File: src/rtl/core/li_pkg.sv
// shared types, operation codes and double-precision helpers of the interpolator
package li_pkg;

  localparam int MAX_POINTS_DEF = 16;

  localparam logic [1:0] FOP_ADD = 2'd0;
  localparam logic [1:0] FOP_SUB = 2'd1;
  localparam logic [1:0] FOP_MUL = 2'd2;
  localparam logic [1:0] FOP_DIV = 2'd3;

  localparam logic [63:0] DBL_ONE  = 64'h3FF0_0000_0000_0000;
  localparam logic [63:0] DBL_DNAN = 64'hFFF8_0000_0000_0000;
  localparam logic [63:0] DBL_QBIT = 64'h0008_0000_0000_0000;

  typedef struct packed {
    logic        is_eval;
    logic [3:0]  slot;
    logic [63:0] vx;
    logic [63:0] vy;
    logic        eob;
  } li_item_t;

  typedef struct packed {
    logic        go;
    logic [1:0]  op;
    logic [63:0] a;
    logic [63:0] b;
  } fp_req_t;

  typedef struct packed {
    logic        done;
    logic [63:0] res;
  } fp_rsp_t;

  typedef struct packed {
    logic               s;
    logic               zero;
    logic               inf;
    logic               nan;
    logic signed [15:0] e;
    logic [52:0]        m;
  } fp_unp_t;

  // value = m * 2^e, subnormals keep their unnormalized mantissa
  function automatic fp_unp_t fp_unpack(input logic [63:0] v);
    fp_unp_t u;
    u.s    = v[63];
    u.zero = (v[62:52] == 11'd0) && (v[51:0] == 52'd0);
    u.inf  = (&v[62:52]) && (v[51:0] == 52'd0);
    u.nan  = (&v[62:52]) && (|v[51:0]);
    if (v[62:52] == 11'd0) begin
      u.m = {1'b0, v[51:0]};
      u.e = -16'sd1074;
    end else begin
      u.m = {1'b1, v[51:0]};
      u.e = $signed({5'b0, v[62:52]}) - 16'sd1075;
    end
    return u;
  endfunction

endpackage

File: src/rtl/core/li_front.sv
// input side: takes items, drops out-of-range loads, two-entry queue to the back end
module li_front
  import li_pkg::*;
#(
  parameter int MAX_POINTS = MAX_POINTS_DEF
) (
  input  logic        clk,
  input  logic        rst_n,
  input  logic        push,
  output logic        full,
  input  logic        in_func,
  input  logic [3:0]  in_point_index,
  input  logic [63:0] in_value_x,
  input  logic [63:0] in_value_y,
  input  logic        in_end_of_batch,
  output logic        q_valid,
  output li_item_t    q_item,
  input  logic        q_pop
);

  li_item_t   ent_r [2];
  logic       wp_r, rp_r;
  logic [1:0] cnt_r;
  logic       acc, keep, deq;
  li_item_t   item;

  assign full    = (cnt_r == 2'd2);
  assign acc     = push && !full;
  assign keep    = in_func || (32'(in_point_index) < 32'(MAX_POINTS));
  assign q_valid = (cnt_r != 2'd0);
  assign q_item  = ent_r[rp_r];
  assign deq     = q_pop && q_valid;

  always_comb begin
    item.is_eval = in_func;
    item.slot    = in_point_index;
    item.vx      = in_value_x;
    item.vy      = in_value_y;
    item.eob     = in_end_of_batch;
  end

  always_ff @(posedge clk) begin
    if (acc && keep) ent_r[wp_r] <= item;
  end

  always_ff @(posedge clk) begin
    if (!rst_n) begin
      wp_r  <= 1'b0;
      rp_r  <= 1'b0;
      cnt_r <= 2'd0;
    end else begin
      if (acc && keep) wp_r <= ~wp_r;
      if (deq) rp_r <= ~rp_r;
      cnt_r <= cnt_r + {1'b0, acc && keep} - {1'b0, deq};
    end
  end

endmodule

File: config.mk
export PLATFORM = sky130hd
export DESIGN_NAME = li_front
export DESIGN_NICKNAME = d
export VERILOG_FILES = /design/src/rtl/core/li_pkg.sv /design/src/rtl/core/li_front.sv
export SDC_FILE = /design/constraint.sdc
export NUM_CORES = 1
export LEC_CHECK = 0
export ABC_AREA = 1
export BUFFER_PORTS_ARGS = -buffer_cell sky130_fd_sc_hd__buf_4
export CORE_MARGIN = 2
export CORE_UTILIZATION = 40
export CTS_CLUSTER_DIAMETER = 200
export DETAILED_ROUTE_END_ITERATION = 6
export GPL_ROUTABILITY_DRIVEN = 0
export PLACE_DENSITY_LB_ADDON = 0.3
export SLEW_MARGIN = 20
export SYNTH_ARGS = -nofsm -noshare
export SYNTH_HDL_FRONTEND = slang
export SYNTH_SLANG_ARGS = --single-unit
File: constraint.sdc
create_clock -name clk -period 18.3 [get_ports clk]
set_clock_uncertainty 0.1 [all_clocks]
set_input_delay 3.66 -clock clk [delete_from_list [all_inputs] [get_ports clk]]
set_output_delay 3.66 -clock clk [all_outputs]
set_load 0.02 [all_outputs]
# Yosys cells after proc, flatten, opt, wreduce, memory -nomap -nowiden
# Memories as Yosys holds them, arrays and structs flattened. A register that Yosys moved wholly into a read port is not among the register bits.
# Cells that the tools add are included.
[classes]
n_addsub = 2
n_eq_ne = 1
n_mux = 4
bitwise_logic = 2
reduce_logical = 4
[ops]
columns = ["cell", "n"]
rows = [
  ["1-bit two-way mux", 4],
  ["2-bit by 1-bit adder with 2-bit output", 1],
  ["2-bit == test, second input constant", 1],
  ["1-bit logical AND", 2],
  ["1-bit NOT", 2],
  ["2-bit nonzero test", 1],
  ["2-bit by 1-bit subtractor with 2-bit output", 1],
  ["1-bit zero test", 1],
]
[totals]
reg_bits = 4
ram_bits = 268
in_bits = 138
out_inout_bits = 136
elab_cells = 17
n_memories = 1
[memory_table]
columns = ["name", "words", "word_bits", "read_ports", "rd_ports_with_merged_regs", "write_ports", "line", "source"]
rows = [
  ["ent_r", 2, 134, 1, 1, 1, "li_front.sv:21", "li_item_t ent_r [2];"],
]

# Depth between registers and ports, before layout
[depth]
word_depth = 5
depth_mapped = 11
mapped_depth_nobuf = 11

# Least setup slack after synthesis
# OpenSTA, ideal clock, no wires.
[synth_timing]
path_type = "input to register"
startpoint = "input push"
endpoint = "memory ent_r[0][0] (netlist bit), enable pin"
setup_ns = 0.628
t_arrival_ns = 9.294
t_required_ns = 17.572
path_slack_ns = 8.277
path_stages = 2
n_path_buf = 0
path_cell_list = "nand2_1 nor2_1"
[synth_via]
elab_chain_cells = 3
[synth_lines]
columns = ["item", "line", "source"]
rows = [
  ["start, declared", "li_front.sv:9", "input logic push,"],
  ["1-bit logical AND", "li_front.sv:28", "assign acc = push && !full;"],
  ["1-bit two-way mux", "li_front.sv:43", "if (acc && keep) ent_r[wp_r] <= item;"],
  ["1-bit two-way mux (implied by the code)", "li_front.sv:43", ""],
  ["end, declared", "li_front.sv:21", ""],
]
# Every way passes these cells.

==> report_table.html <==
<table>
<tr><th>Metric</th><th>Value</th></tr>
<tr><th colspan="2">Run status</th></tr>
<tr><td>Result of the run</td><td>complete, no violations</td></tr>
<tr><th colspan="2">Power and ir drop</th></tr>
<tr><td>Leak</td><td>5.178 nW</td></tr>
<tr><td>Maximum vdd ir drop</td><td>0.08737 mV</td></tr>
<tr><td>PwrDens</td><td>144.3 nW/µm²</td></tr>
<tr><th colspan="2">STA</th></tr>
<tr><td>Setup Viol. Count Final</td><td>0</td></tr>
<tr><td>Total count of hold-check failures in the final report</td><td>0</td></tr>
<tr><td>Slew headroom</td><td>31.35%</td></tr>
<tr><td>Final-layout worst hold slack</td><td>416.7 ps</td></tr>
<tr><td>Final Critical Period</td><td>6626 ps</td></tr>
<tr><td>Final worst-path cycle share</td><td>36.21%</td></tr>
<tr><td>Worst-Margin Slew</td><td>1030 ps</td></tr>
<tr><td>Final max-slew violation count</td><td>0</td></tr>
<tr><td>Unrepaired setup endpoints after global routing</td><td>no</td></tr>
<tr><td>Final total negative setup slack</td><td>0 ps</td></tr>
<tr><td>Peak Freq</td><td>150.9 MHz</td></tr>
<tr><th colspan="2">Logic synthesis</th></tr>
<tr><td>Fraction of registers with async set/reset</td><td>0%</td></tr>
<tr><td>Top-count cell post-synth</td><td>sky130_fd_sc_hd__edfxtp_1</td></tr>
<tr><td>Number of enable-type register cells in the synthesized netlist</td><td>268</td></tr>
<tr><td>Flip-flop cell with the highest count after synthesis</td><td>sky130_fd_sc_hd__edfxtp_1</td></tr>
<tr><td>Top cell types by occurrence after synthesis</td><td>sky130_fd_sc_hd__edfxtp_1, sky130_fd_sc_hd__mux2_2, sky130_fd_sc_hd__mux2_4</td></tr>
<tr><td>Area contributors post-synth</td><td>sky130_fd_sc_hd__edfxtp_1, sky130_fd_sc_hd__mux2_4, sky130_fd_sc_hd__mux2_2</td></tr>
<tr><td>Unique cell type count in the Yosys netlist</td><td>12</td></tr>
<tr><td>Register bit count reported by yosys</td><td>273</td></tr>
<tr><td>Nets in the synthesized netlist</td><td>594</td></tr>
<tr><td>Synth Instances</td><td>454</td></tr>
<tr><td>Library cell occupying the most area in the post-synthesis netlist</td><td>sky130_fd_sc_hd__edfxtp_1</td></tr>
<tr><td>Area share of the largest cell type after synthesis</td><td>79.28%</td></tr>
<tr><td>Count of synthesis-stage warnings from yosys</td><td>0</td></tr>
<tr><td>Average cell area after synthesis</td><td>22.36 µm²</td></tr>
<tr><td>Mapped cell area</td><td>10150 µm²</td></tr>
<tr><td>Proportion of synthesized chip area in sequential cells</td><td>80.27%</td></tr>
<tr><th colspan="2">Clock tree</th></tr>
<tr><td>Number of buffers added by the clock tree synthesis step</td><td>29</td></tr>
<tr><td>Buffers inserted during post-CTS setup optimization</td><td>0</td></tr>
<tr><td>CTS root buf</td><td>sky130_fd_sc_hd__clkbuf_16</td></tr>
<tr><td>Number of gates resized after CTS</td><td>0</td></tr>
<tr><td>CTS clk-pin slew, worst paths</td><td>50 ps</td></tr>
<tr><td>Clock latency of the later-clocked register in the worst-skew pair</td><td>520 ps</td></tr>
<tr><td>Total of hold buffers inserted after clock tree synthesis</td><td>0</td></tr>
<tr><td>CTS tree</td><td>built</td></tr>
<tr><td>Deepest level of the CTS H-tree</td><td>1</td></tr>
<tr><td>Clock buffer depth</td><td>3</td></tr>
<tr><td>Clk sink count</td><td>273</td></tr>
<tr><th colspan="2">Global route</th></tr>
<tr><td>GRT Overall Usage</td><td>13.67%</td></tr>
<tr><td>Global-route wire length before repair</td><td>28.35 mm</td></tr>
<tr><td>GR Overflow Total</td><td>0</td></tr>
<tr><td>Via count of the first global-routing pass</td><td>5284</td></tr>
<tr><td>Maximum number of pins on one net before global-route repair</td><td>74</td></tr>
<tr><td>Number of antenna violations at the first check in global routing</td><td>1</td></tr>
<tr><th colspan="2">Floorplan</th></tr>
<tr><td>Horizontal die dimension</td><td>163.3 µm</td></tr>
<tr><td>Effective utilization at floorplan</td><td>40.54%</td></tr>
<tr><td>Die height</td><td>163.3 µm</td></tr>
<tr><td>Count of boundary I/O pins</td><td>274</td></tr>
<tr><td>Row Count</td><td>58</td></tr>
<tr><td>Core box area</td><td>25040 µm²</td></tr>
<tr><td>Die Footprint</td><td>26670 µm²</td></tr>
<tr><th colspan="2">Run</th></tr>
<tr><td>MaxCap Viol Count</td><td>0</td></tr>
<tr><th colspan="2">Route</th></tr>
<tr><td>Post-DR vias/cell</td><td>4.645</td></tr>
<tr><td>First DRT Iteration DRCs</td><td>317</td></tr>
<tr><td>Post-detailed-route wirelength per cell</td><td>17.81 µm</td></tr>
<tr><td>Post-detailed-route DRC marker count</td><td>0</td></tr>
<tr><td>Routed wire length on met2</td><td>9.467 mm</td></tr>
<tr><td>Count of nets left with antenna violations after detail routing</td><td>0</td></tr>
<tr><td>First-pass DRT Iterations</td><td>4</td></tr>
<tr><td>Wire length reported by the detailed router</td><td>19.57 mm</td></tr>
<tr><td>Total number of vias</td><td>5105</td></tr>
<tr><td>Met3 wire length</td><td>1.805 mm</td></tr>
<tr><td>Highest Signal Layer</td><td>met4</td></tr>
<tr><td>Metal1 wirelength</td><td>7.758 mm</td></tr>
<tr><th colspan="2">Worst setup path</th></tr>
<tr><td>Endpoint required time on the critical path</td><td>14540 ps</td></tr>
<tr><td>Delay contributed by the slowest stage of the critical path</td><td>990 ps</td></tr>
<tr><td>Worst Path Max Fanout</td><td>68</td></tr>
<tr><td>Critical path class</td><td>reg -&gt; out</td></tr>
<tr><td>Critical Path Source Type</td><td>flip-flop</td></tr>
<tr><td>Worst path slowest cell</td><td>sky130_fd_sc_hd__dfxtp_4</td></tr>
<tr><td>Worst path buffer plus inverter count</td><td>2</td></tr>
<tr><td>Kind of cell adding the most delay to the critical path</td><td>flip-flops</td></tr>
<tr><td>Worst setup EP type</td><td>primary output</td></tr>
<tr><td>Critical path arrival</td><td>2870 ps</td></tr>
<tr><td>Series of cell instances along the critical path</td><td>buf_6 &gt; mux2_2 &gt; buf_4</td></tr>
<tr><th colspan="2">Placed design</th></tr>
<tr><td>I/O Buffers</td><td>273</td></tr>
<tr><td>Dpl hpwl</td><td>13.01 mm</td></tr>
<tr><th colspan="2">Cells and area</th></tr>
<tr><td>Net total in the final layout</td><td>887</td></tr>
<tr><td>Layout overhead on the synthesized area</td><td>33.39%</td></tr>
<tr><td>Fraction of layout instances using a drive strength above 1</td><td>59.64%</td></tr>
<tr><th colspan="2">Hold path</th></tr>
<tr><td>Path category of the worst min-delay check</td><td>reg -&gt; reg</td></tr>
</table>
==> sequential cells by signal, summed over array words and instances, names as in the netlist, named ones only <==
name / flops
ent_r: 268
wp_r: 1
rp_r: 1
cnt_r: 2
==> worst register-to-register path, stage by stage, from the launching register on <==
cell and delay [ps]:
sky130_fd_sc_hd__dfxtp_1 360, sky130_fd_sc_hd__inv_1 80, sky130_fd_sc_hd__nand2_1 150, sky130_fd_sc_hd__nand3_1 190
sky130_fd_sc_hd__inv_6 470, sky130_fd_sc_hd__buf_4 860
==> metrics by stage <==
step,instance area (µm²),cells,util [%],total power [mW],worst slack (ps)
after global placement,12530,1046,50.07,1.359,11930
after global routing,13540,1099,54.08,2.035,11470
after CTS,13530,1098,54.06,1.979,11280
after floorplan,10150,454,-,1.178,8277
final,13540,1099,54.08,1.954,11670
after detailed placement,12530,1046,50.07,1.374,11840
==> placed cells by master, fill, tap and decap left out <==
cell type	instances
sky130_fd_sc_hd__buf_4	276
sky130_fd_sc_hd__edfxtp_1	268
sky130_fd_sc_hd__mux2_2	74
sky130_fd_sc_hd__mux2_4	60
sky130_fd_sc_hd__clkbuf_16	29
sky130_fd_sc_hd__nand2_1	9
sky130_fd_sc_hd__inv_1	7
sky130_fd_sc_hd__nor2_1	7
sky130_fd_sc_hd__bufinv_16	6
sky130_fd_sc_hd__clkinv_2	6
sky130_fd_sc_hd__clkinv_1	5
sky130_fd_sc_hd__dfxtp_1	4
sky130_fd_sc_hd__nand3_1	3
sky130_fd_sc_hd__clkbuf_1	3
sky130_fd_sc_hd__a21oi_1	2
sky130_fd_sc_hd__ha_1	2
sky130_fd_sc_hd__clkinv_4	2
sky130_fd_sc_hd__diode_2	1
sky130_fd_sc_hd__inv_6	1
sky130_fd_sc_hd__nor2_4	1
sky130_fd_sc_hd__dfxtp_4	1
sky130_fd_sc_hd__clkinv_8	1
sky130_fd_sc_hd__buf_6	1
==> final timing paths <==
kind | depth (start not counted) | end | from | slack (ps)
worst max-delay path | 3 | q_item[27] | flip-flop | 11670
worst min-delay path | 2 | flip-flop | rp_r | 420
worst max register to register | 5 | ent_r[1][0] | cnt_r[0] | 15670
worst min register to register | 2 | flip-flop | rp_r | 420
==> metal layers <==
metal,GRT usage (%),vias to the layer above
li1,-,2374
met1,16.94,2494
met2,22.92,202
met3,4.418,35
met4,4.143,0
met5,0,-
==> logic make-up after synthesis <==
| kind of cell | after synthesis | share of synthesized area, % |
|---|---|---|
| AOI/OAI and AO/OA | 2 | 0.09861 |
| adders and majority gates | 2 | 0.2465 |
| buffers and inverters | 23 | 1.528 |
| DFF | 273 | 80.27 |
| muxes | 134 | 17.08 |
| and+or+nand+nor | 20 | 0.7765 |
==> final cells by class <==
cell class | count | area [µm²]
fill | 1971 | 11500
sequential | 273 | 8152
timing repair buffer | 277 | 2083
multi-input combinational | 158 | 1856
clock buffer | 32 | 737.0
tap | 330 | 412.9
clock inverter | 20 | 262.8
inverter | 8 | 35.03
antenna | 1 | 2.502
==> report_power, final <==
group	internal, mW	switching [mW]	total [mW]
Sequential	0.792	0.0396	0.832
Clock	0.374	0.227	0.602
Combinational	0.249	0.271	0.520
Note: power is estimated with default switching activity, not from simulation.
