[config.mk]
export PLATFORM = sky130hd
export DESIGN_NAME = li_back
export DESIGN_NICKNAME = d
export VERILOG_FILES = /design/src/rtl/core/li_pkg.sv /design/src/rtl/core/li_back.sv
export SDC_FILE = /design/constraint.sdc
export NUM_CORES = 2
export LEC_CHECK = 0
export ABC_CLOCK_PERIOD_IN_PS = 13660
export BUFFER_PORTS_ARGS = -buffer_cell sky130_fd_sc_hd__buf_4
export CAP_MARGIN = 25
export CORE_ASPECT_RATIO = 0.8
export CORE_MARGIN = 2
export CORE_UTILIZATION = 39
export DETAILED_ROUTE_END_ITERATION = 16
export GPL_ROUTABILITY_DRIVEN = 0
export RECOVER_POWER = 50
export SYNTH_ARGS = -nofsm -noshare
export SYNTH_HDL_FRONTEND = slang
export SYNTH_SLANG_ARGS = --single-unit
[constraint.sdc]
create_clock -name clk -period 13.66 [get_ports clk]
set_input_delay 1.366 -clock clk [delete_from_list [all_inputs] [get_ports clk]]
set_output_delay 1.366 -clock clk [all_outputs]
set_load 0.005 [all_outputs]
[src/rtl/core/li_pkg.sv]
// shared types, operation codes and double-precision helpers of the interpolator
package li_pkg;

  localparam int MAX_POINTS_DEF = 16;

  localparam logic [1:0] FOP_ADD = 2'd0;
  localparam logic [1:0] FOP_SUB = 2'd1;
  localparam logic [1:0] FOP_MUL = 2'd2;
  localparam logic [1:0] FOP_DIV = 2'd3;

  localparam logic [63:0] DBL_ONE  = 64'h3FF0_0000_0000_0000;
  localparam logic [63:0] DBL_DNAN = 64'hFFF8_0000_0000_0000;
  localparam logic [63:0] DBL_QBIT = 64'h0008_0000_0000_0000;

  typedef struct packed {
    logic        is_eval;
    logic [3:0]  slot;
    logic [63:0] vx;
    logic [63:0] vy;
    logic        eob;
  } li_item_t;

  typedef struct packed {
    logic        go;
    logic [1:0]  op;
    logic [63:0] a;
    logic [63:0] b;
  } fp_req_t;

  typedef struct packed {
    logic        done;
    logic [63:0] res;
  } fp_rsp_t;

  typedef struct packed {
    logic               s;
    logic               zero;
    logic               inf;
    logic               nan;
    logic signed [15:0] e;
    logic [52:0]        m;
  } fp_unp_t;

  // value = m * 2^e, subnormals keep their unnormalized mantissa
  function automatic fp_unp_t fp_unpack(input logic [63:0] v);
    fp_unp_t u;
    u.s    = v[63];
    u.zero = (v[62:52] == 11'd0) && (v[51:0] == 52'd0);
    u.inf  = (&v[62:52]) && (v[51:0] == 52'd0);
    u.nan  = (&v[62:52]) && (|v[51:0]);
    if (v[62:52] == 11'd0) begin
      u.m = {1'b0, v[51:0]};
      u.e = -16'sd1074;
    end else begin
      u.m = {1'b1, v[51:0]};
      u.e = $signed({5'b0, v[62:52]}) - 16'sd1075;
    end
    return u;
  endfunction

endpackage

[src/rtl/core/li_back.sv]
// back end: knot tables, evaluation sequencer around the shared unit, result register
module li_back
  import li_pkg::*;
#(
  parameter int MAX_POINTS = MAX_POINTS_DEF
) (
  input  logic        clk,
  input  logic        rst_n,
  input  logic        cfg_we,
  input  logic [4:0]  cfg_data,
  input  logic        q_valid,
  input  li_item_t    q_item,
  output logic        q_pop,
  output fp_req_t     freq,
  input  fp_rsp_t     frsp,
  output logic        empty,
  input  logic        pop,
  output logic [63:0] out_interpolated_value,
  output logic        out_last_result
);

  localparam int AW = $clog2(MAX_POINTS);
  localparam int CW = $clog2(MAX_POINTS + 1);

  localparam logic [3:0] S_IDLE = 4'd0;
  localparam logic [3:0] S_ROWA = 4'd1;
  localparam logic [3:0] S_ROWB = 4'd2;
  localparam logic [3:0] S_COLA = 4'd3;
  localparam logic [3:0] S_COLB = 4'd4;
  localparam logic [3:0] S_NUM  = 4'd5;
  localparam logic [3:0] S_DEN  = 4'd6;
  localparam logic [3:0] S_QUO  = 4'd7;
  localparam logic [3:0] S_PROD = 4'd8;
  localparam logic [3:0] S_TERM = 4'd9;
  localparam logic [3:0] S_SUM  = 4'd10;
  localparam logic [3:0] S_OUT  = 4'd11;

  logic [63:0] kx_mem [MAX_POINTS];
  logic [63:0] ky_mem [MAX_POINTS];
  logic [63:0] kx_rd_r, ky_rd_r;

  logic [3:0]    st_r;
  logic [4:0]    count_r;
  logic [CW-1:0] n_r, i_r, j_r, n_clamp;
  logic [63:0]   qx_r, xi_r, yi_r, xj_r, num_r, den_r, prod_r, sum_r;
  logic          eob_r, go_r;
  logic          out_valid_r, out_last_r;
  logic [63:0]   out_val_r;
  logic          mem_we, is_op, out_load;
  logic [AW-1:0] raddr, waddr;

  assign n_clamp = (32'(count_r) > 32'(MAX_POINTS)) ? CW'(MAX_POINTS) : CW'(count_r);
  assign q_pop   = (st_r == S_IDLE) && q_valid;
  assign mem_we  = q_pop && !q_item.is_eval;
  assign waddr   = AW'(q_item.slot);
  assign raddr   = (st_r == S_COLA) ? j_r[AW-1:0] : i_r[AW-1:0];
  assign is_op   = (st_r == S_NUM) || (st_r == S_DEN) || (st_r == S_QUO) ||
                   (st_r == S_PROD) || (st_r == S_TERM) || (st_r == S_SUM);
  assign out_load = (st_r == S_OUT) && (!out_valid_r || pop);

  always_ff @(posedge clk) begin
    if (mem_we) begin
      kx_mem[waddr] <= q_item.vx;
      ky_mem[waddr] <= q_item.vy;
    end
    kx_rd_r <= kx_mem[raddr];
    ky_rd_r <= ky_mem[raddr];
  end

  always_comb begin
    freq.go = is_op && !go_r;
    freq.op = FOP_SUB;
    freq.a  = qx_r;
    freq.b  = xj_r;
    unique case (st_r)
      S_DEN: begin
        freq.a = xi_r;
      end
      S_QUO: begin
        freq.op = FOP_DIV;
        freq.a  = num_r;
        freq.b  = den_r;
      end
      S_PROD: begin
        freq.op = FOP_MUL;
        freq.a  = prod_r;
        freq.b  = num_r;
      end
      S_TERM: begin
        freq.op = FOP_MUL;
        freq.a  = yi_r;
        freq.b  = prod_r;
      end
      S_SUM: begin
        freq.op = FOP_ADD;
        freq.a  = sum_r;
        freq.b  = prod_r;
      end
      default: freq.op = FOP_SUB;
    endcase
  end

  always_ff @(posedge clk) begin
    if (!rst_n) begin
      st_r        <= S_IDLE;
      count_r     <= 5'd0;
      go_r        <= 1'b0;
      out_valid_r <= 1'b0;
    end else begin
      if (cfg_we) count_r <= cfg_data;
      if (freq.go) go_r <= 1'b1;
      else if (frsp.done) go_r <= 1'b0;
      if (out_load) out_valid_r <= 1'b1;
      else if (pop) out_valid_r <= 1'b0;

      unique case (st_r)
        S_IDLE: begin
          if (q_pop && q_item.is_eval) begin
            qx_r  <= q_item.vx;
            eob_r <= q_item.eob;
            n_r   <= n_clamp;
            sum_r <= 64'd0;
            i_r   <= '0;
            st_r  <= (n_clamp == '0) ? S_OUT : S_ROWA;
          end
        end
        S_ROWA: st_r <= S_ROWB;
        S_ROWB: begin
          xi_r   <= kx_rd_r;
          yi_r   <= ky_rd_r;
          prod_r <= DBL_ONE;
          j_r    <= '0;
          st_r   <= S_COLA;
        end
        S_COLA: begin
          if (j_r == n_r) st_r <= S_TERM;
          else if (j_r == i_r) j_r <= j_r + 1'b1;
          else st_r <= S_COLB;
        end
        S_COLB: begin
          xj_r <= kx_rd_r;
          st_r <= S_NUM;
        end
        S_NUM: begin
          if (frsp.done) begin
            num_r <= frsp.res;
            st_r  <= S_DEN;
          end
        end
        S_DEN: begin
          if (frsp.done) begin
            den_r <= frsp.res;
            st_r  <= S_QUO;
          end
        end
        S_QUO: begin
          if (frsp.done) begin
            num_r <= frsp.res;
            st_r  <= S_PROD;
          end
        end
        S_PROD: begin
          if (frsp.done) begin
            prod_r <= frsp.res;
            j_r    <= j_r + 1'b1;
            st_r   <= S_COLA;
          end
        end
        S_TERM: begin
          if (frsp.done) begin
            prod_r <= frsp.res;
            st_r   <= S_SUM;
          end
        end
        S_SUM: begin
          if (frsp.done) begin
            sum_r <= frsp.res;
            i_r   <= i_r + 1'b1;
            st_r  <= ((i_r + 1'b1) == n_r) ? S_OUT : S_ROWA;
          end
        end
        S_OUT: begin
          if (out_load) st_r <= S_IDLE;
        end
        default: st_r <= S_IDLE;
      endcase
    end
  end

  always_ff @(posedge clk) begin
    if (out_load) begin
      out_val_r  <= sum_r;
      out_last_r <= eob_r;
    end
  end

  assign empty                  = !out_valid_r;
  assign out_interpolated_value = out_val_r;
  assign out_last_result        = out_last_r;

endmodule

### Yosys cells after proc, flatten, opt, wreduce, memory -nomap -nowiden

Memories as Yosys holds them, arrays and structs flattened. A register that Yosys moved wholly into a read port is not among the register bits.
Cells that the tools add are included.

* $lt $le $gt $ge: 1
* add/sub/neg operators: 2
* equal/unequal tests: 26
* mux-type cells: 35
* reduce and logical (&&, ||, !) cells: 33

Operators by type and width (number)
* $pmux 64 s5: 1
* $pmux 64 s2: 2
* $pmux 64 s3: 1
* $mux 64: 2
* $mux 4: 13
* $pmux 4 s12: 1
* $mux 5: 6
* $eq 4x3->1 const B: 4
* $eq 4x4->1 const B: 4
* $ne 2x2->1 const B: 8
* $eq 5x5->1: 3
* $pmux 5 s3: 1
* $reduce_and 3->1: 4
* $add 5x1->5 const B: 2
* $pmux 5 s2: 1
* $reduce_and 9->1: 1
* $eq 4x2->1 const B: 2
* $reduce_bool 2->1: 4
* $logic_or 1x1->1: 6
* $mux 1: 6
* $ne 2x1->1 const B: 3
* $pmux 2 s3: 1
* $reduce_or 2->1: 3
* $gt 5x5->1 const B: 1
* 10 further kinds: 17

* output and inout bits: 198
* bits in registers: 604
* word-level logic and storage cells: 117
* memories kept: 2
* memory bits (writable): 2048
* input port bits: 209

Memory list
* kx_mem: depth 16, width 64, rd ports 1, clocked after Yosys merged registers in 1, wr ports 1, line li_back.sv:38 `logic [63:0] kx_mem [MAX_POINTS];`
* ky_mem: depth 16, width 64, rd ports 1, clocked after Yosys merged registers in 1, wr ports 1, line li_back.sv:39 `logic [63:0] ky_mem [MAX_POINTS];`

### Depth between registers and ports, before layout

* depth in word-level cells: 8
* depth in mapped cells: 12
* mapped depth without buffers: 6

### Worst setup path after synthesis

OpenSTA, ideal clock, no wires.

* kind: input to register
* start point: in q_valid
* end point: mem kx_mem[0][0] (enable)
* library setup time: 774 ps
* cell stages on the path: 5
* buffers on the path: 1
* path slack: 2111 ps
* arrival: 10776 ps
* path through: and3_1 > clkbuf_1 > nand2b_1 > or3_1 > nor3_1

* longest elaborated chain between the ends: 4

Ends and longest elaborated chain
* start: declaration: line li_back.sv:11 `input logic q_valid,`
* $logic_and 1x1->1: line li_back.sv:53 `assign q_pop = (st_r == S_IDLE) && q_valid;`
* named net q_pop: line li_back.sv:13 `output logic q_pop,`
* $logic_and 1x1->1: line li_back.sv:54 `assign mem_we = q_pop && !q_item.is_eval;`
* $mux 1: line li_back.sv:62 `if (mem_we) begin`
* $mux 1 (implied by the code): line li_back.sv:63 `kx_mem[waddr] <= q_item.vx;`
* end: declaration: line li_back.sv:38

The timed path passes the listed nets, and every way through them passes these cells.

==> impl_metrics.csv <==
group,metric,value,unit
worst_setup_path,crit_family,"buffers and inverters",
synthesis,synth_ff_type,"edfxtp_1",
placed_design,io_buffers,406,
detailed_routing,wl_per_cell,30.61,um
clock_tree,clockBufferDepth,4,
cells_and_area,syn2layout_area_growth,14.22,%
power,cellPowerDensity,176.0,mW/mm^2
timing,fmax,0.1245,GHz
placed_design,placed_cell_area,0.1129,mm^2
clock_tree,cts_tree,"done",
cells_and_area,final_layout_size_suffix_gt1_frac,0.1282,
timing,holdWs,0.3784,ns
timing,setup_tns,0,ns
detailed_routing,via_per_inst,5.893,
synthesis,syn_area,0.1059,mm^2
cells_and_area,mostFrequentLayoutCells,"edfxtp_1, nand2_1, nand3_1, buf_4, clkbuf_16",
timing,period_share,0.5882,
synthesis,ys_seq_area_frac,0.7750,
synthesis,yosys_warnings,0,
timing,setup_viol,0,
clock_tree,cts_resized,0,
floorplanning,die_area,0.2758,mm^2
cells_and_area,fin_util,0.4470,
synthesis,synth_nets,7112,
detailed_routing,via_count,65810,
clock_tree,clk_latency,0.92,ns
synthesis,synthArstFlopShare,0,
detailed_routing,routed.top_layer,"met5",
synthesis,synth_area_leader_cell,"edfxtp_1",
worst_setup_path,cp.arrival,6.67,ns
floorplanning,num_rows,171,
clock_tree,htreeDepth,5,
floorplanning,io_pins,407,
clock_tree,clock_sinks,2780,
synthesis,synth-seq-cells,2780,
power,p_sw_frac,0.2840,
power,seq_power_share,0.492,
worst_setup_path,cp_common_cell,"buf_4",
synthesis,synthTopCellsByArea,"edfxtp_1, nand2_1, dfxtp_1",
power,internal-power,15250,uW
detailed_routing,firstDrtPassIters,10,
clock_tree,root_buffer,"clkbuf_16",
power,power.share.clock,0.350,
floorplanning,core,0.2707,mm^2
power,peakVddDrop,119.1,uV
floorplanning,start_util,0.3913,
cells_and_area,final_common_cell,"edfxtp_1",
min_path,min_path_cells,0,
worst_setup_path,critPathKind,"reg2out",
synthesis,synth-edff-count,2641,
worst_setup_path,path_buf_inv,4,
synthesis,synth_top_cell_area_share,0.7488,
synthesis,ys_types,69,
detailed_routing,route.met2.wl,148300,um
clock_tree,cts_buffers,294,
global_route,grt_pass1_vias,61120,
detailed_routing,routed_wl,341800,um
worst_setup_path,r2r_cells,9,
global_route,grt_usage,0.2408,
worst_setup_path,path_max_fanout,75,
worst_setup_path,critPathRequiredTime,12.29,ns
worst_setup_path,path_cells,"nor3b_1 > clkbuf_1 > buf_4 > a222oi_1 > buf_4 > nand2_1 > o21ai_0 > o21ai_0 > buf_4",
global_route,grt-ovfl-total,0,
timing,final_hold_viol_count,0,
timing,period_needed,8.034,ns
cells_and_area,fin_area,0.1210,mm^2
timing,clock_skew,0.05115,ns
status,violations,"max-capacitance violations, max-slew violations",
detailed_routing,drt_iter0_drc,10270,
min_path,min_from,"ky_rd_r[18]",
timing,finalMaxSlewViolations,321,
worst_setup_path,crit_slowest_cell,"clkbuf_1",
synthesis,synth_area_per_cell,15.35,um^2
power,power,21300,uW
timing,tightest_slew,3.904,ns
status,status,"complete, but fails checks",
floorplanning,dieHeight,470.1,um
run,maxCapViolCount,9,
min_path,timing.hold.worst_endpoint,"yi_r[18]",
detailed_routing,drc,0,
power,pwr-share-comb,0.158,
clock_tree,path_clk_slew,0.06,ns
timing,relSlewSlack,-1.603,
power,leakagePower,0.03910,uW
placed_design,dp_hpwl,197800,um
worst_setup_path,r2r-end,"ky_rd_r[63]",
cells_and_area,nNetsFinal,7493,
detailed_routing,ant_nets,0,
worst_setup_path,cp-end-kind,"output pin",
min_path,min_path_type,"reg2reg",
clock_tree,ctsHoldBuffers,0,
global_route,grt_start_max_net_pins,177,
clock_tree,cts_setup_buffers,0,
detailed_routing,wl_met1,140800,um
detailed_routing,met3WireLength,42300,um
global_route,grt_pass1_wl,477100,um
synthesis,syn_inst,6901,
worst_setup_path,rrSetupSlack,7.48,ns
worst_setup_path,r2r_start,"st_r[0]",
power,p_sw,6049,uW
global_route,antenna_found_initial,94,
worst_setup_path,start_kind,"register",
floorplanning,die_w,586.6,um
timing,rsz0062_at_grt,"no",
worst_setup_path,cpPeakStageDelay,2.07,ns
==> power groups by stage <==
| stage | logic [uW] | clock network, uW | registers [uW] |
|---|---|---|---|
| 2_1_floorplan | 1940 | 0 | 10200 |
| 3_3_place_gp | 3320 | 0 | 10600 |
| 3_5_place_dp | 3350 | 0 | 10600 |
| 4_1_cts | 3360 | 7540 | 10400 |
| 5_1_grt | 3560 | 7860 | 10500 |
| 6_report | 3360 | 7460 | 10500 |
==> metal layers <==
layer | vias up | global-route usage
li1 | 27410 | -
met1 | 33550 | 0.3543
met2 | 4172 | 0.3527
met3 | 613 | 0.06131
met4 | 66 | 0.06621
met5 | - | 0
==> synth_stat cells (7+ instances only) <==
library cell	n
edfxtp_1	2641
nand2_1	1377
nand3_1	441
o21ai_0	256
clkbuf_1	235
mux2i_1	211
a31oi_1	192
a222oi_1	173
buf_2	154
dfxtp_1	139
mux2_2	128
and2_1	120
o211ai_1	111
nor2_1	80
a21oi_1	72
a32oi_1	70
o2bb2ai_1	62
a221oi_2	60
nand4_1	58
o21ai_1	51
a22oi_1	36
buf_1	30
buf_4	26
nor2b_1	24
nand2b_1	17
xor2_1	13
buf_6	9
nor3_1	9
a211oi_1	8
a221oi_1	8
and3_1	8
xnor2_1	8
buf_12	7
o22ai_1	7
==> flip-flops by register name (all words and copies together), names as in the netlist, 4 cells and up <==
name,flops
count_r,5
den_r,64
i_r,5
j_r,5
kx_mem,1024
kx_rd_r,64
ky_mem,1024
ky_rd_r,64
n_r,5
num_r,64
out_interpolated_value,64
prod_r,64
qx_r,64
st_r,4
sum_r,64
xi_r,64
xj_r,64
yi_r,64
==> logic make-up (layout without fill, tap and decap cells) <==
family | count (synthesis) | count (layout) | synth area share
DFF | 2780 | 2780 | 0.7750
and+or+nand+nor | 2162 | 2162 | 0.08852
AOI/OAI and AO/OA | 1125 | 1125 | 0.07876
buffers and inverters | 465 | 1063 | 0.02097
muxes | 346 | 346 | 0.03474
xor gates and xnor gates | 21 | 21 | 0.001737
adders and majority gates | 2 | 2 | 0.0002362
other | 0 | 35 | 0
==> how the worst max path moves through the flow <==
stage          depth (start not counted)     from             to
2_1_floorplan                          5  q_valid   kx_mem[0][0]
3_3_place_gp                           9  q_valid   kx_mem[9][8]
3_5_place_dp                           9  q_valid  kx_mem[9][26]
4_1_cts                                9  st_r[0]      freq[127]
5_1_grt                                9  st_r[3]       freq[65]
6_report                               9  st_r[3]       freq[65]
==> metrics by stage <==
| stage | std cells | setup WS [ns] |
|---|---|---|
| finish | 11170 | 5.626 |
| global route | 11140 | 5.402 |
| CTS | 11130 | 7.086 |
| detailed placement | 10620 | 7.800 |
| global placement | 10610 | 7.851 |
| floorplan | 6901 | 2.111 |
==> cell type report <==
| type | count | area [um^2] |
|---|---|---|
| clock inverter | 101 | 688.2 |
| multi-input combinational | 3656 | 21840 |
| tap | 3633 | 4546 |
| sequential | 2780 | 82090 |
| clock buffer | 412 | 8128 |
| fill | 23660 | 149700 |
| antenna | 35 | 87.58 |
| inverter | 3 | 11.26 |
| timing repair buffer | 547 | 3582 |
No activity file was read; power rests on OpenSTA's default activity.
